**config.mk**
```make
export PLATFORM = sky130hd
export DESIGN_NAME = edge_triggered_pulse_outputs_top_flat
export DESIGN_NICKNAME = d
export VERILOG_FILES = /design/src/rtl/etpo_pkg.sv /design/src/rtl/etpo_if.sv /design/src/rtl/edge_triggered_pulse_outputs_top.sv /design/src/rtl/etpo_lane.sv /design/src/rtl/etpo_merge.sv /design/src/flat_wrapper.sv
export SDC_FILE = /design/constraint.sdc
export NUM_CORES = 1
export LEC_CHECK = 0
export BUFFER_PORTS_ARGS = -buffer_cell sky130_fd_sc_hd__buf_2
export CAP_MARGIN = 5
export CELL_PAD_IN_SITES_DETAIL_PLACEMENT = 1
export CELL_PAD_IN_SITES_GLOBAL_PLACEMENT = 1
export CORE_ASPECT_RATIO = 0.75
export CORE_MARGIN = 4
export CORE_UTILIZATION = 46
export CTS_BUF_LIST = sky130_fd_sc_hd__clkbuf_8
export CTS_CLUSTER_SIZE = 40
export DETAILED_ROUTE_END_ITERATION = 10
export GPL_TIMING_DRIVEN = 1
export HOLD_SLACK_MARGIN = 0.05
export PLACE_DENSITY = 0.78
export SLEW_MARGIN = 20
export SYNTH_ARGS = -nofsm -noshare
export SYNTH_HDL_FRONTEND = slang
export SYNTH_SLANG_ARGS = --single-unit
```
**constraint.sdc**
```tcl
create_clock -name clk -period 3.6 [get_ports clk]
set_clock_uncertainty 0.2 [all_clocks]
set_input_delay 0.18 -clock clk [delete_from_list [all_inputs] [get_ports clk]]
set_output_delay 0.18 -clock clk [all_outputs]
set_load 0.05 [all_outputs]
```
**src/rtl/etpo_pkg.sv**
```systemverilog
`default_nettype none

package etpo_pkg;

    localparam int FIELD_W           = 16;
    localparam int TICK_SLOT_W       = 16;
    localparam int SLOTS_PER_REG     = 4;
    localparam int CFG_DATA_W        = 64;
    localparam int CFG_INDEX_W       = 3;
    localparam int DEFAULT_CHANNELS  = 16;
    localparam int DEFAULT_TICK_BITS = 16;

    typedef enum logic [CFG_INDEX_W-1:0] {
        CFG_ENABLE      = 3'd0,
        CFG_POSITIVE    = 3'd1,
        CFG_RISING      = 3'd2,
        CFG_REPORT      = 3'd3,
        CFG_TICKS_0_3   = 3'd4,
        CFG_TICKS_4_7   = 3'd5,
        CFG_TICKS_8_11  = 3'd6,
        CFG_TICKS_12_15 = 3'd7
    } cfg_index_t;

    // What one lane found for the current beat.
    typedef struct packed {
        logic drive;
        logic write_req;
        logic write_val;
    } lane_out_t;

    // Per-lane configuration slice.
    typedef struct packed {
        logic enable;
        logic positive;
        logic rising;
        logic report;
    } lane_cfg_t;

endpackage

`default_nettype wire

```
**src/rtl/etpo_if.sv**
```systemverilog
`default_nettype none

interface etpo_cmd_if;
    import etpo_pkg::*;

    logic               valid;
    logic               ready;
    logic [FIELD_W-1:0] command_bits;

    modport source (output valid, output command_bits, input ready);
    modport sink (input valid, input command_bits, output ready);
endinterface

interface etpo_res_if;
    import etpo_pkg::*;

    logic               valid;
    logic               ready;
    logic [FIELD_W-1:0] drive_bits;
    logic [FIELD_W-1:0] actual_write_mask;
    logic [FIELD_W-1:0] actual_write_value;

    modport source (
        output valid, output drive_bits, output actual_write_mask,
        output actual_write_value, input ready
    );
    modport sink (
        input valid, input drive_bits, input actual_write_mask,
        input actual_write_value, output ready
    );
endinterface

`default_nettype wire

```
**src/rtl/edge_triggered_pulse_outputs_top.sv**
```systemverilog
// A result is registered and appears in the cycle after its command beat is accepted.
// One beat per cycle while the result side does not stall; every channel lane is combinational,
// and the output register takes a new beat in the cycle its old one leaves.
// Reset (rst_n, asynchronous, active low) clears the configuration registers,
// the channel state and the output valid; the block accepts beats right after reset.
`default_nettype none

module edge_triggered_pulse_outputs_top #(
    parameter int CHANNELS  = etpo_pkg::DEFAULT_CHANNELS,
    parameter int TICK_BITS = etpo_pkg::DEFAULT_TICK_BITS
) (
    input  wire logic                               clk,
    input  wire logic                               rst_n,
    input  wire logic                               cfg_we,
    input  wire logic [etpo_pkg::CFG_INDEX_W-1:0]   cfg_index,
    input  wire logic [etpo_pkg::CFG_DATA_W-1:0]    cfg_data,
    etpo_cmd_if.sink                                command,
    etpo_res_if.source                              result
);
    import etpo_pkg::*;

    logic [FIELD_W-1:0] enable_reg;
    logic [FIELD_W-1:0] positive_reg;
    logic [FIELD_W-1:0] rising_reg;
    logic [FIELD_W-1:0] report_reg;
    logic               step;
    lane_out_t          lanes [CHANNELS];

    always_ff @(posedge clk or negedge rst_n)
    begin
        if (!rst_n)
        begin
            enable_reg   <= '0;
            positive_reg <= '0;
            rising_reg   <= '0;
            report_reg   <= '0;
        end
        else if (cfg_we)
        begin
            unique case (cfg_index_t'(cfg_index))
                CFG_ENABLE:   enable_reg   <= cfg_data[FIELD_W-1:0];
                CFG_POSITIVE: positive_reg <= cfg_data[FIELD_W-1:0];
                CFG_RISING:   rising_reg   <= cfg_data[FIELD_W-1:0];
                CFG_REPORT:   report_reg   <= cfg_data[FIELD_W-1:0];
                default:      ;
            endcase
        end
    end

    for (genvar g = 0; g < CHANNELS; g++)
    begin : g_ch
        localparam logic [CFG_INDEX_W-1:0] LenIndex =
            CFG_INDEX_W'(int'(CFG_TICKS_0_3) + g / SLOTS_PER_REG);
        localparam int LenLsb = (g % SLOTS_PER_REG) * TICK_SLOT_W;

        logic [TICK_BITS-1:0] len_reg;
        lane_cfg_t            lane_cfg;

        always_ff @(posedge clk or negedge rst_n)
        begin
            if (!rst_n)
            begin
                len_reg <= '0;
            end
            else if (cfg_we && (cfg_index == LenIndex))
            begin
                len_reg <= cfg_data[LenLsb +: TICK_BITS];
            end
        end

        assign lane_cfg.enable   = enable_reg[g];
        assign lane_cfg.positive = positive_reg[g];
        assign lane_cfg.rising   = rising_reg[g];
        assign lane_cfg.report   = report_reg[g];

        etpo_lane #(
            .TICK_BITS (TICK_BITS)
        ) u_lane (
            .clk       (clk),
            .rst_n     (rst_n),
            .step      (step),
            .cfg       (lane_cfg),
            .pulse_len (len_reg),
            .command   (command.command_bits[g]),
            .result    (lanes[g])
        );
    end

    etpo_merge #(
        .CHANNELS (CHANNELS)
    ) u_merge (
        .clk   (clk),
        .rst_n (rst_n),
        .cmd   (command),
        .res   (result),
        .lanes (lanes),
        .step  (step)
    );

endmodule

`default_nettype wire

```
**src/rtl/etpo_lane.sv**
```systemverilog
`default_nettype none

module etpo_lane #(
    parameter int TICK_BITS = etpo_pkg::DEFAULT_TICK_BITS
) (
    input  wire logic                  clk,
    input  wire logic                  rst_n,
    input  wire logic                  step,
    input  wire etpo_pkg::lane_cfg_t   cfg,
    input  wire logic [TICK_BITS-1:0]  pulse_len,
    input  wire logic                  command,
    output etpo_pkg::lane_out_t        result
);
    import etpo_pkg::*;

    logic                 active_reg, active_next;
    logic [TICK_BITS-1:0] ticks_reg, ticks_next;
    logic                 prev_reg;
    logic                 edge_seen;

    always_comb
    begin
        edge_seen   = cfg.rising ? (command && !prev_reg) : (!command && prev_reg);
        active_next = active_reg;
        ticks_next  = ticks_reg;
        result      = '0;
        if (!cfg.enable)
        begin
            result.drive = command;
        end
        else if (!active_reg)
        begin
            result.write_req = edge_seen && cfg.report;
            result.write_val = edge_seen && cfg.report && !cfg.rising;
            if (edge_seen && (pulse_len != '0))
            begin
                active_next  = 1'b1;
                ticks_next   = pulse_len - TICK_BITS'(1);
                result.drive = cfg.positive;
            end
            else
            begin
                result.drive = !cfg.positive;
            end
        end
        else if (ticks_reg != '0)
        begin
            ticks_next   = ticks_reg - TICK_BITS'(1);
            result.drive = cfg.positive;
        end
        else
        begin
            active_next  = 1'b0;
            result.drive = !cfg.positive;
        end
    end

    // A disabled channel keeps its state untouched.
    always_ff @(posedge clk or negedge rst_n)
    begin
        if (!rst_n)
        begin
            active_reg <= 1'b0;
            ticks_reg  <= '0;
            prev_reg   <= 1'b0;
        end
        else if (step && cfg.enable)
        begin
            active_reg <= active_next;
            ticks_reg  <= ticks_next;
            prev_reg   <= command;
        end
    end

endmodule

`default_nettype wire

```
**src/rtl/etpo_merge.sv**
```systemverilog
`default_nettype none

module etpo_merge #(
    parameter int CHANNELS = etpo_pkg::DEFAULT_CHANNELS
) (
    input  wire logic                clk,
    input  wire logic                rst_n,
    etpo_cmd_if.sink                 cmd,
    etpo_res_if.source               res,
    input  wire etpo_pkg::lane_out_t lanes [CHANNELS],
    output logic                     step
);
    import etpo_pkg::*;

    logic               valid_reg;
    logic [FIELD_W-1:0] drive_reg, drive_next;
    logic [FIELD_W-1:0] wmask_reg, wmask_next;
    logic [FIELD_W-1:0] wval_reg, wval_next;

    // The output register frees up in the same cycle it is taken.
    assign cmd.ready = !valid_reg || res.ready;
    assign step      = cmd.valid && cmd.ready;

    for (genvar g = 0; g < FIELD_W; g++)
    begin : g_bit
        if (g < CHANNELS)
        begin : g_lane
            assign drive_next[g] = lanes[g].drive;
            assign wmask_next[g] = lanes[g].write_req;
            assign wval_next[g]  = lanes[g].write_val;
        end
        else
        begin : g_pass
            assign drive_next[g] = cmd.command_bits[g];
            assign wmask_next[g] = 1'b0;
            assign wval_next[g]  = 1'b0;
        end
    end

    always_ff @(posedge clk or negedge rst_n)
    begin
        if (!rst_n)
        begin
            valid_reg <= 1'b0;
        end
        else if (cmd.ready)
        begin
            valid_reg <= cmd.valid;
        end
    end

    always_ff @(posedge clk)
    begin
        if (step)
        begin
            drive_reg <= drive_next;
            wmask_reg <= wmask_next;
            wval_reg  <= wval_next;
        end
    end

    assign res.valid              = valid_reg;
    assign res.drive_bits         = drive_reg;
    assign res.actual_write_mask  = wmask_reg;
    assign res.actual_write_value = wval_reg;

endmodule

`default_nettype wire

```
**src/flat_wrapper.sv**
```systemverilog
// flat-port wrapper written by rule: the top's interface ports become plain ports
module edge_triggered_pulse_outputs_top_flat import etpo_pkg::*;
#(
    parameter int CHANNELS  = etpo_pkg::DEFAULT_CHANNELS,
    parameter int TICK_BITS = etpo_pkg::DEFAULT_TICK_BITS
)
  (clk, rst_n, cfg_we, cfg_index, cfg_data, command_valid, command_command_bits, command_ready, result_valid, result_drive_bits, result_actual_write_mask, result_actual_write_value, result_ready);
  etpo_cmd_if command_i ();
  etpo_res_if result_i ();
  input  wire logic clk;
  input  wire logic rst_n;
  input  wire logic cfg_we;
  input  wire logic [etpo_pkg::CFG_INDEX_W-1:0] cfg_index;
  input  wire logic [etpo_pkg::CFG_DATA_W-1:0] cfg_data;
  input wire logic [$bits(command_i.valid)-1:0] command_valid;
  input wire logic [$bits(command_i.command_bits)-1:0] command_command_bits;
  output wire logic [$bits(command_i.ready)-1:0] command_ready;
  output wire logic [$bits(result_i.valid)-1:0] result_valid;
  output wire logic [$bits(result_i.drive_bits)-1:0] result_drive_bits;
  output wire logic [$bits(result_i.actual_write_mask)-1:0] result_actual_write_mask;
  output wire logic [$bits(result_i.actual_write_value)-1:0] result_actual_write_value;
  input wire logic [$bits(result_i.ready)-1:0] result_ready;
  assign command_i.valid = command_valid;
  assign command_i.command_bits = command_command_bits;
  assign command_ready = command_i.ready;
  assign result_valid = result_i.valid;
  assign result_drive_bits = result_i.drive_bits;
  assign result_actual_write_mask = result_i.actual_write_mask;
  assign result_actual_write_value = result_i.actual_write_value;
  assign result_i.ready = result_ready;
  edge_triggered_pulse_outputs_top #(.CHANNELS(CHANNELS), .TICK_BITS(TICK_BITS)) u_core (.clk(clk), .rst_n(rst_n), .cfg_we(cfg_we), .cfg_index(cfg_index), .cfg_data(cfg_data), .command(command_i), .result(result_i));
endmodule
```
-- Word level (Yosys, flattened, before mapping)
Index checks and enable logic that the tools add are counted.
- add/subtract/negate cells: 32
- equal/unequal tests: 23
- muxes and demuxes: 176
- bitwise operators: 16
- reduce and logical (&&, ||, !) cells: 268
- operators with widths (operator ; number):
    $mux 16 ; 48
    $reduce_bool 16->1 ; 32
    $sub 16x1->16 const B ; 32
    $mux 1 ; 128
    $logic_and 1x1->1 ; 101
    $logic_not 1->1 ; 65
    $reduce_and 4->1 ; 16
    $reduce_and 2->1 ; 20
    $ne 2x1->1 const B ; 16
    $reduce_bool 2->1 ; 16
    $reduce_or 2->1 ; 16
    $not 1->1 ; 16
    $eq 3x3->1 const B ; 4
    $eq 3x2->1 const B ; 2
    $eq 3x1->1 const B ; 1
    $logic_not 3->1 ; 1
    $logic_or 1x1->1 ; 1
- register bits after elaboration: 657
- input port bits: 88
- logic and storage cells: 617

-- Logic depth before layout (Yosys ltp)
Gate-level depths: netlist (run 1).
- word-level depth: 7
- mapped depth: 12
- gate-level depth less buffers: 8

-- Modules after synthesis
Synthesis (run 1) repeated with hierarchy kept, for this count alone.
- cells, all modules: 3935
- area, all modules: 39890.8 um2
- by module, submodules not included (module ; times used ; cells each ; area an instance (um2) ; seq. area each (um2)):
    etpo_lane (u_core.g_ch[0].u_lane ...) ; 9 ; 184 ; 1546.5 ; 450.4
    edge_triggered_pulse_outputs_top ; 1 ; 685 ; 11935.2 ; 8007.7
    etpo_lane (u_core.g_ch[3].u_lane ...) ; 6 ; 225 ; 1825.5 ; 450.4
    etpo_lane (u_core.g_ch[9].u_lane) ; 1 ; 192 ; 1589.0 ; 450.4
    etpo_merge ; 1 ; 52 ; 1495.2 ; 1466.4

-- Worst setup path before layout (run 1)
Ideal clock, no wire load.
- kind: flip-flop to flip-flop
- from: reg u_core.u_merge.valid_reg, in the netlist u_core.u_merge.res.valid
- to: reg u_core.g_ch[13].u_lane.ticks_reg[0]
- library setup time: 0.125 ns
- arrival time: 3.753 ns
- setup slack: -0.478 ns
- stages on the path, launching flop included: 8
- path buffers: 2
- cells stage by stage: dfrtp_1 > nand2b_1 > and2_1 > clkbuf_1 > clkbuf_1 > nand2_1 > a21oi_1 > mux2_2
- cells in the longest elaborated chain, start to end: 5
- ends and longest elaborated chain (element ; line ; RTL):
    start, declared ; etpo_merge.sv:15 ; logic valid_reg;
    start signal, assigned ; etpo_merge.sv:48 ; valid_reg <= cmd.valid;
    $logic_not 1->1 ; etpo_merge.sv:21 ; assign cmd.ready = !valid_reg || res.ready;
    $logic_or 1x1->1 ; etpo_merge.sv:21 ;
    $logic_and 1x1->1 ; etpo_merge.sv:22 ; assign step = cmd.valid && cmd.ready;
    named net u_core.g_ch[0].u_lane.step ; etpo_lane.sv:8 ; input wire logic step,
    $logic_and 1x1->1 ; etpo_lane.sv:67 ; else if (step && cfg.enable)
    $reduce_and 4->1 (no source line) ; - ;
    end signal, assigned ; etpo_lane.sv:70 ; ticks_reg <= ticks_next;
    end, declared ; etpo_lane.sv:17 ; logic [TICK_BITS-1:0] ticks_reg, ticks_next;
The timed path passes the listed nets, and every way through them passes these cells.
A chain may end at the register's enable or synchronous reset.

-- Final worst setup path (run 1)
- from: reg u_core.u_merge.valid_reg, in the netlist u_core.u_merge.res.valid
- to: reg u_core.g_ch[6].u_lane.ticks_reg[15]
- cells in the longest elaborated chain, start to end: 5
- ends and longest elaborated chain (element ; line):
    $logic_not 1->1 ; etpo_merge.sv:21
    $logic_or 1x1->1 ; etpo_merge.sv:21
    $logic_and 1x1->1 ; etpo_merge.sv:22
    $logic_and 1x1->1 ; etpo_lane.sv:67
    $reduce_and 4->1 (no source line) ; -
    end signal, assigned ; etpo_lane.sv:70
    end, declared ; etpo_lane.sv:17
No other way between the ends.

==> results.toml, run 1 <==
[synthesis]
synth_most_common_cell = "dfrtp_1"
synth_area_um2 = 36800
yosys_register_bits = 657
synthCells = 3653
syn_nets = 3757
yosys-top-cells-count = "609 x dfrtp_1, 358 x mux2_2, 275 x nand2_1"
synth_top_cell_by_area = "dfrtp_1"
synth_cell_type_count = 84
synth_edf_count = 48
ys_warn_count = 0
synth.top_cell.area_share_pct = 41.41
ys_seq_area_share_pct = 45.33
async_reset_ff_share_pct = 92.69
synthFlopType = "dfrtp_1"
syn_area_per_cell_um2 = 10.07
synthTopCellsByArea = "dfrtp_1 41%, mux2_2 11%, edfxtp_1 3.9%"

[critical_path]
criticalPathCategory = "register to register"
critPathRequiredTime_ns = 4.03
crit_path_max_incr_delay_ns = 0.83
critPathMaxFanout = 19
slowest_stage = "nor2_1"
cp-start-kind = "register"
r2r_slack_ns = 0.47
arrival_ns = 3.56
cp_cell_sequence = "nand2b_2 > and2_4 > nand2_1 > nor2_1 > nand4_1 > and3_1"
endpoint_kind = "register"

[min_path]
hold_path_class = "input pin to register"

[placement]
io_buffers = 137
dp_hpwl_um = 80590
dpl_worst_slack_ns = 0.5528
place_congestion = 0.8907
dpl_cell_area_um2 = 39090

[final_layout]
syn_to_final_growth_pct = 15.82
nFillCells = 8763
regArea_um2 = 16680
nets = 4054
final_area_um2 = 42620
drive_above_1_share_pct = 20.84
multiInputGateArea_um2 = 19290

[run]
maxCapViolCount = 0

[timing]
setup_tns_ns = 0
slew_viol_final = 0
tightestPinTransition_ns = 1.075
setup_viol = 0
period_share_pct = 87.07
final.setup.worst_slack_ns = 0.4653
slew_headroom_pct = 28.06
grt_setup_unrepaired = "false"
period_needed_ns = 3.135
finalHoldViolCount = 0
fmax_mhz = 319.0

[routing]
firstDrtPassIters = 5
ant_nets = 0
wl_per_cell_um = 23.26
vias_per_cell = 6.260
num_vias = 31877
drc_errors = 0
drt_iter0_drc = 2701
wl_um = 118500

[floorplan]
die_y_um = 252.9
num_rows = 89
start_util_pct = 46.61
die_w_um = 334.6
ios = 138
core_um2 = 78950
die-area_um2 = 84630

[clock_network]
h-tree-depth = 3
cts_post_setup_buffers_inserted = 0
clk_root_buffer_cell = "clkbuf_8"
clock_latency_ns = 0.74
cts_tree = "built"
clk_path_buf_depth = 3
numCtsBuffers = 107
cts_sinks = 657
path_clk_slew_ns = 0.08

[grt]
grt_max_degree = 83
track_usage_pct = 27.76
first_global_vias = 32360
grt_pass1_wl_um = 189100
antenna_found_initial = 9
gr-total-overflow = 0

[pwr]
vdd_ir_drop_max_mv = 0.3433
powerDensity_nw_per_um2 = 720.0
p_leak_nw = 16.87

[outcome]
status = "finished clean"
## layout by cell type (no fill, tap or decap), types with 21 or more instances in the layout
master	count
dfrtp_1	609
mux2_2	358
nand2_1	275
nor2_1	241
nor3_1	198
o21ai_0	191
a21oi_1	166
buf_2	136
clkbuf_8	132
xnor2_1	109
buf_4	108
dlygate4sd3_1	106
mux2i_1	90
nor4_1	86
xor2_1	85
nand3_1	81
inv_1	71
nor3b_1	50
o22ai_1	49
edfxtp_1	48
nand4_1	43
a221o_1	43
or3_1	38
nor2b_1	37
and3_1	36
a22oi_1	32
or4_1	30
o211ai_1	30
nor4b_1	27
nand2b_1	26
or2_2	25
a211o_1	25
a32oi_1	24
nand3b_1	22
clkinv_2	22
o31ai_1	21
## cell type report
| type | count | area share [%] |
|---|---|---|
| antenna | 5 | 0.02936 |
| clock buffer | 132 | 4.263 |
| clock inverter | 68 | 1.447 |
| inverter | 52 | 0.4580 |
| multi-input combinational | 2775 | 45.27 |
| sequential | 657 | 39.14 |
| tap | 1046 | 3.071 |
| timing repair buffer | 357 | 6.324 |
## critical path, delay by kind of cell, from the launching register on
kind | cells | cell delay [ns]
DFF | 1 | 0.39
and+or+nand+nor | 6 | 2.39
## routing by layer
layer | GRT usage (%) | share of wire (%) | wire length, µm | vias up
li1 | - | - | - | 14422
met1 | 41.28 | 48 | 56590 | 16385
met2 | 41.98 | 44 | 51880 | 865
met3 | 4.729 | 5.9 | 6950 | 201
met4 | 7.665 | 2.5 | 3015 | 4
met5 | 0 | 0.020 | 24 | -
## final timing paths
kind                            cells after the start                           startpoint                                   to
worst max register to register                      6             u_core.u_merge.res.valid  u_core.g_ch[6].u_lane.ticks_reg[15]
min in group asynchronous                           4                                rst_n       u_core.g_ch[3].u_lane.prev_reg
worst min-delay path                                3              command_command_bits[3]       u_core.g_ch[3].u_lane.prev_reg
max in group asynchronous                           4                                rst_n   u_core.g_ch[1].u_lane.ticks_reg[0]
worst min register to register                      1  u_core.g_ch[9].u_lane.ticks_reg[15]  u_core.g_ch[9].u_lane.ticks_reg[15]
worst max-delay path                                6             u_core.u_merge.res.valid  u_core.g_ch[6].u_lane.ticks_reg[15]
## per-stage QoR
stage	power [W]	cells	utilization [%]	hold slack [ns]
3_3_place_gp	0.02236	4780	49.50	0.1236
3_5_place_dp	0.02290	4780	49.50	0.1287
2_1_floorplan	0.01955	3653	-	-0.3156
4_1_cts	0.03061	5087	53.97	0.05275
6_report	0.03068	5092	53.98	0.1014
5_1_grt	0.03264	5090	53.98	0.08651
## cell families after synthesis
kind of cell | count (synthesis) | share of synthesized area (%)
xor gates and xnor gates | 194 | 4.617
adders and majority gates | 16 | 0.5440
DFF | 657 | 45.33
AOI/OAI and AO/OA | 829 | 15.37
muxes | 448 | 13.40
buffers and inverters | 221 | 2.309
and+or+nand+nor | 1288 | 18.43
## report_power, final
group / total, W / switching [W] / internal, W
sequential: 0.0128 / 0.00309 / 0.00969
clock: 0.00748 / 0.00330 / 0.00418
combinational: 0.0104 / 0.00569 / 0.00473
total: 0.0307 / 0.0121 / 0.0186
## what timing repair did
item	4_1_cts	5_1_grt
hold buffers	107	0
endpoints found under the setup margin	0	0
hold endpoints to repair	1013	0
gates resized for setup	0	0
(Power assumes the default switching activity.)
==> inputs of run 2 (changes only) <==
--- a/config.mk
+++ b/config.mk
@@ -17,7 +17,7 @@
 export DETAILED_ROUTE_END_ITERATION = 10
 export GPL_TIMING_DRIVEN = 1
 export HOLD_SLACK_MARGIN = 0.05
-export PLACE_DENSITY = 0.78
+export PLACE_DENSITY_LB_ADDON = 0.1
 export SLEW_MARGIN = 20
 export SYNTH_ARGS = -nofsm -noshare
 export SYNTH_HDL_FRONTEND = slang
==> results.toml, run 2 (same netlist as run 1, synthesis figures left out) <==
[timing]
slew_viol_final = 0
period_share_pct = 87.61
setup_tns_ns = 0
grt_setup_unrepaired = "false"
slew_headroom_pct = 30.13
fmax_mhz = 317.1
finalHoldViolCount = 0
tightestPinTransition_ns = 1.040
period_needed_ns = 3.154
whs_ns = 0.1162
setup_viol = 0

[pwr]
pwr-share-comb_pct = 33.9
swShare_pct = 39.62
clkPwrFrac_pct = 24.2
p_leak_nw = 16.89
powerDensity_nw_per_um2 = 717.7
total_power_w = 0.03060
p_sw_w = 0.01212
p_int_w = 0.01848
pwr-share-seq_pct = 42.0
vdd_ir_drop_max_mv = 0.3683

[min_path]
min-delay-start = "cfg_data[23]"
hold_path_end = "u_core.g_ch[5].len_reg[7]"
hold_path_class = "input pin to register"
whs_path_depth = 3

[clock_network]
clk_root_buffer_cell = "clkbuf_8"
h-tree-depth = 3
clock_latency_ns = 0.74
post_cts_resized = 0
numCtsBuffers = 107
clk_path_buf_depth = 3
cts_sinks = 657
ctsHoldBuffers = 107
path_clk_slew_ns = 0.07
cts_tree = "built"
cts_post_setup_buffers_inserted = 0

[routing]
vias_per_cell = 6.256
drt_iter0_drc = 2642
firstDrtPassIters = 5
drc_errors = 0
wl_met2_um = 54560
routed.top_layer = "met5"
wl_per_cell_um = 23.75
ant_nets = 0
wl_um = 120900
wl_met1_um = 56620
dr_wl_met3_um = 6727
num_vias = 31841

[final_layout]
nets = 4050
syn_to_final_growth_pct = 15.86
layout_common_cells = "609 x dfrtp_1, 358 x mux2_2, 275 x nand2_1, 241 x nor2_1, 198 x nor3_1"
drive_above_1_share_pct = 20.65
final_common_cell = "dfrtp_1"

[floorplan]
ios = 138
die_w_um = 334.6
start_util_pct = 46.61
core_um2 = 78950
num_rows = 89
die-area_um2 = 84630
die_y_um = 252.9

[grt]
track_usage_pct = 28.27
grt_pass1_wl_um = 192300
grt_max_degree = 80
antenna_found_initial = 12
first_global_vias = 33225
gr-total-overflow = 0

[critical_path]
critPathRequiredTime_ns = 4.02
arrival_ns = 3.57
r2r_slack_ns = 0.45
reg2reg_depth = 7
endpoint_kind = "register"
cp_cell_sequence = "buf_4 > mux2i_1 > a21boi_0 > o211ai_1 > xnor2_1 > a32o_1 > a211o_1"
criticalPathCategory = "register to register"
cp-start-kind = "register"
crit_path_max_incr_delay_ns = 0.75
critPathMaxFanout = 16
r2r_start = "u_core.g_ch[10].u_lane.active_reg"
slowest_stage = "dfrtp_1"
r2r_end = "u_core.g_ch[10].u_lane.ticks_reg[13]"

[run]
maxCapViolCount = 0

[placement]
place_congestion = 0.8888
io_buffers = 137
dp_hpwl_um = 82800

[outcome]
status = "finished clean"
==> run 2: cell count changes in the layout (fill, tap and decap cells not counted), sizes merged <==
cell	change
bufinv	+1
buf	-4
clkinvlp	+2
clkinv	-12
diode	+5
inv	+13
clkbuf	-7
==> run 2: per-stage QoR <==
step                      area [µm²]  worst slack [ns]  util (%)  instances
after floorplan                36800           0.03790         -       3653
after global placement         39130            0.5314     49.56       4776
after detailed placement       39130            0.5024     49.56       4776
after CTS                      42610            0.4837     53.97       5080
after global routing           42620            0.2256     53.98       5084
final                          42640            0.4460     54.00       5090
==> run 2: metal layers <==
metal / vias to the layer above / GRT usage [%]
li1: 14443 / -
met2: 865 / 44.46
met5: - / 0
met4: 4 / 8.121
met3: 209 / 4.346
met1: 16320 / 40.80
==> run 2: cell type report <==
class | count | area [µm²]
diodes | 10 | 25.02
clock buffers | 125 | 1720
clock inverters | 72 | 671.9
fillers | 8708 | 36320
inverters | 52 | 195.2
multi-input cells | 2775 | 19290
flip-flops and latches | 657 | 16680
well taps | 1046 | 1309
repair buffers | 353 | 2740
==> run 2: worst max path at each step <==
stage                                        startpoint                                   end  cells after the start
CTS                   u_core.g_ch[10].u_lane.active_reg  u_core.g_ch[10].u_lane.ticks_reg[13]                      7
finish                u_core.g_ch[10].u_lane.active_reg  u_core.g_ch[10].u_lane.ticks_reg[13]                      7
global placement    u_core.g_ch[14].u_lane.ticks_reg[2]  u_core.g_ch[14].u_lane.ticks_reg[11]                      6
detailed placement    u_core.g_ch[10].u_lane.active_reg  u_core.g_ch[10].u_lane.ticks_reg[13]                      7
floorplan              u_core.g_ch[5].u_lane.active_reg   u_core.g_ch[5].u_lane.ticks_reg[12]                     12
global route           u_core.g_ch[2].u_lane.active_reg   u_core.g_ch[2].u_lane.ticks_reg[14]                      7
==> run 2: critical path: cells and delay by family, from the launching register on <==
| kind | cells | cell delay, ns |
|---|---|---|
| multiplexers | 1 | 0.29 |
| XOR/XNOR | 1 | 0.19 |
| AO/OA/AOI/OAI | 4 | 1.30 |
| flip-flops | 1 | 0.75 |
| buffers and inverters | 1 | 0.29 |
==> run 2: power by group through the flow <==
stage	clock network, W	registers [W]	logic, W
2_1_floorplan	0	0.0118	0.00777
3_3_place_gp	0	0.0126	0.00957
3_5_place_dp	0	0.0128	0.0101
4_1_cts	0.00756	0.0127	0.0103
5_1_grt	0.00789	0.0132	0.0115
6_report	0.00740	0.0128	0.0104
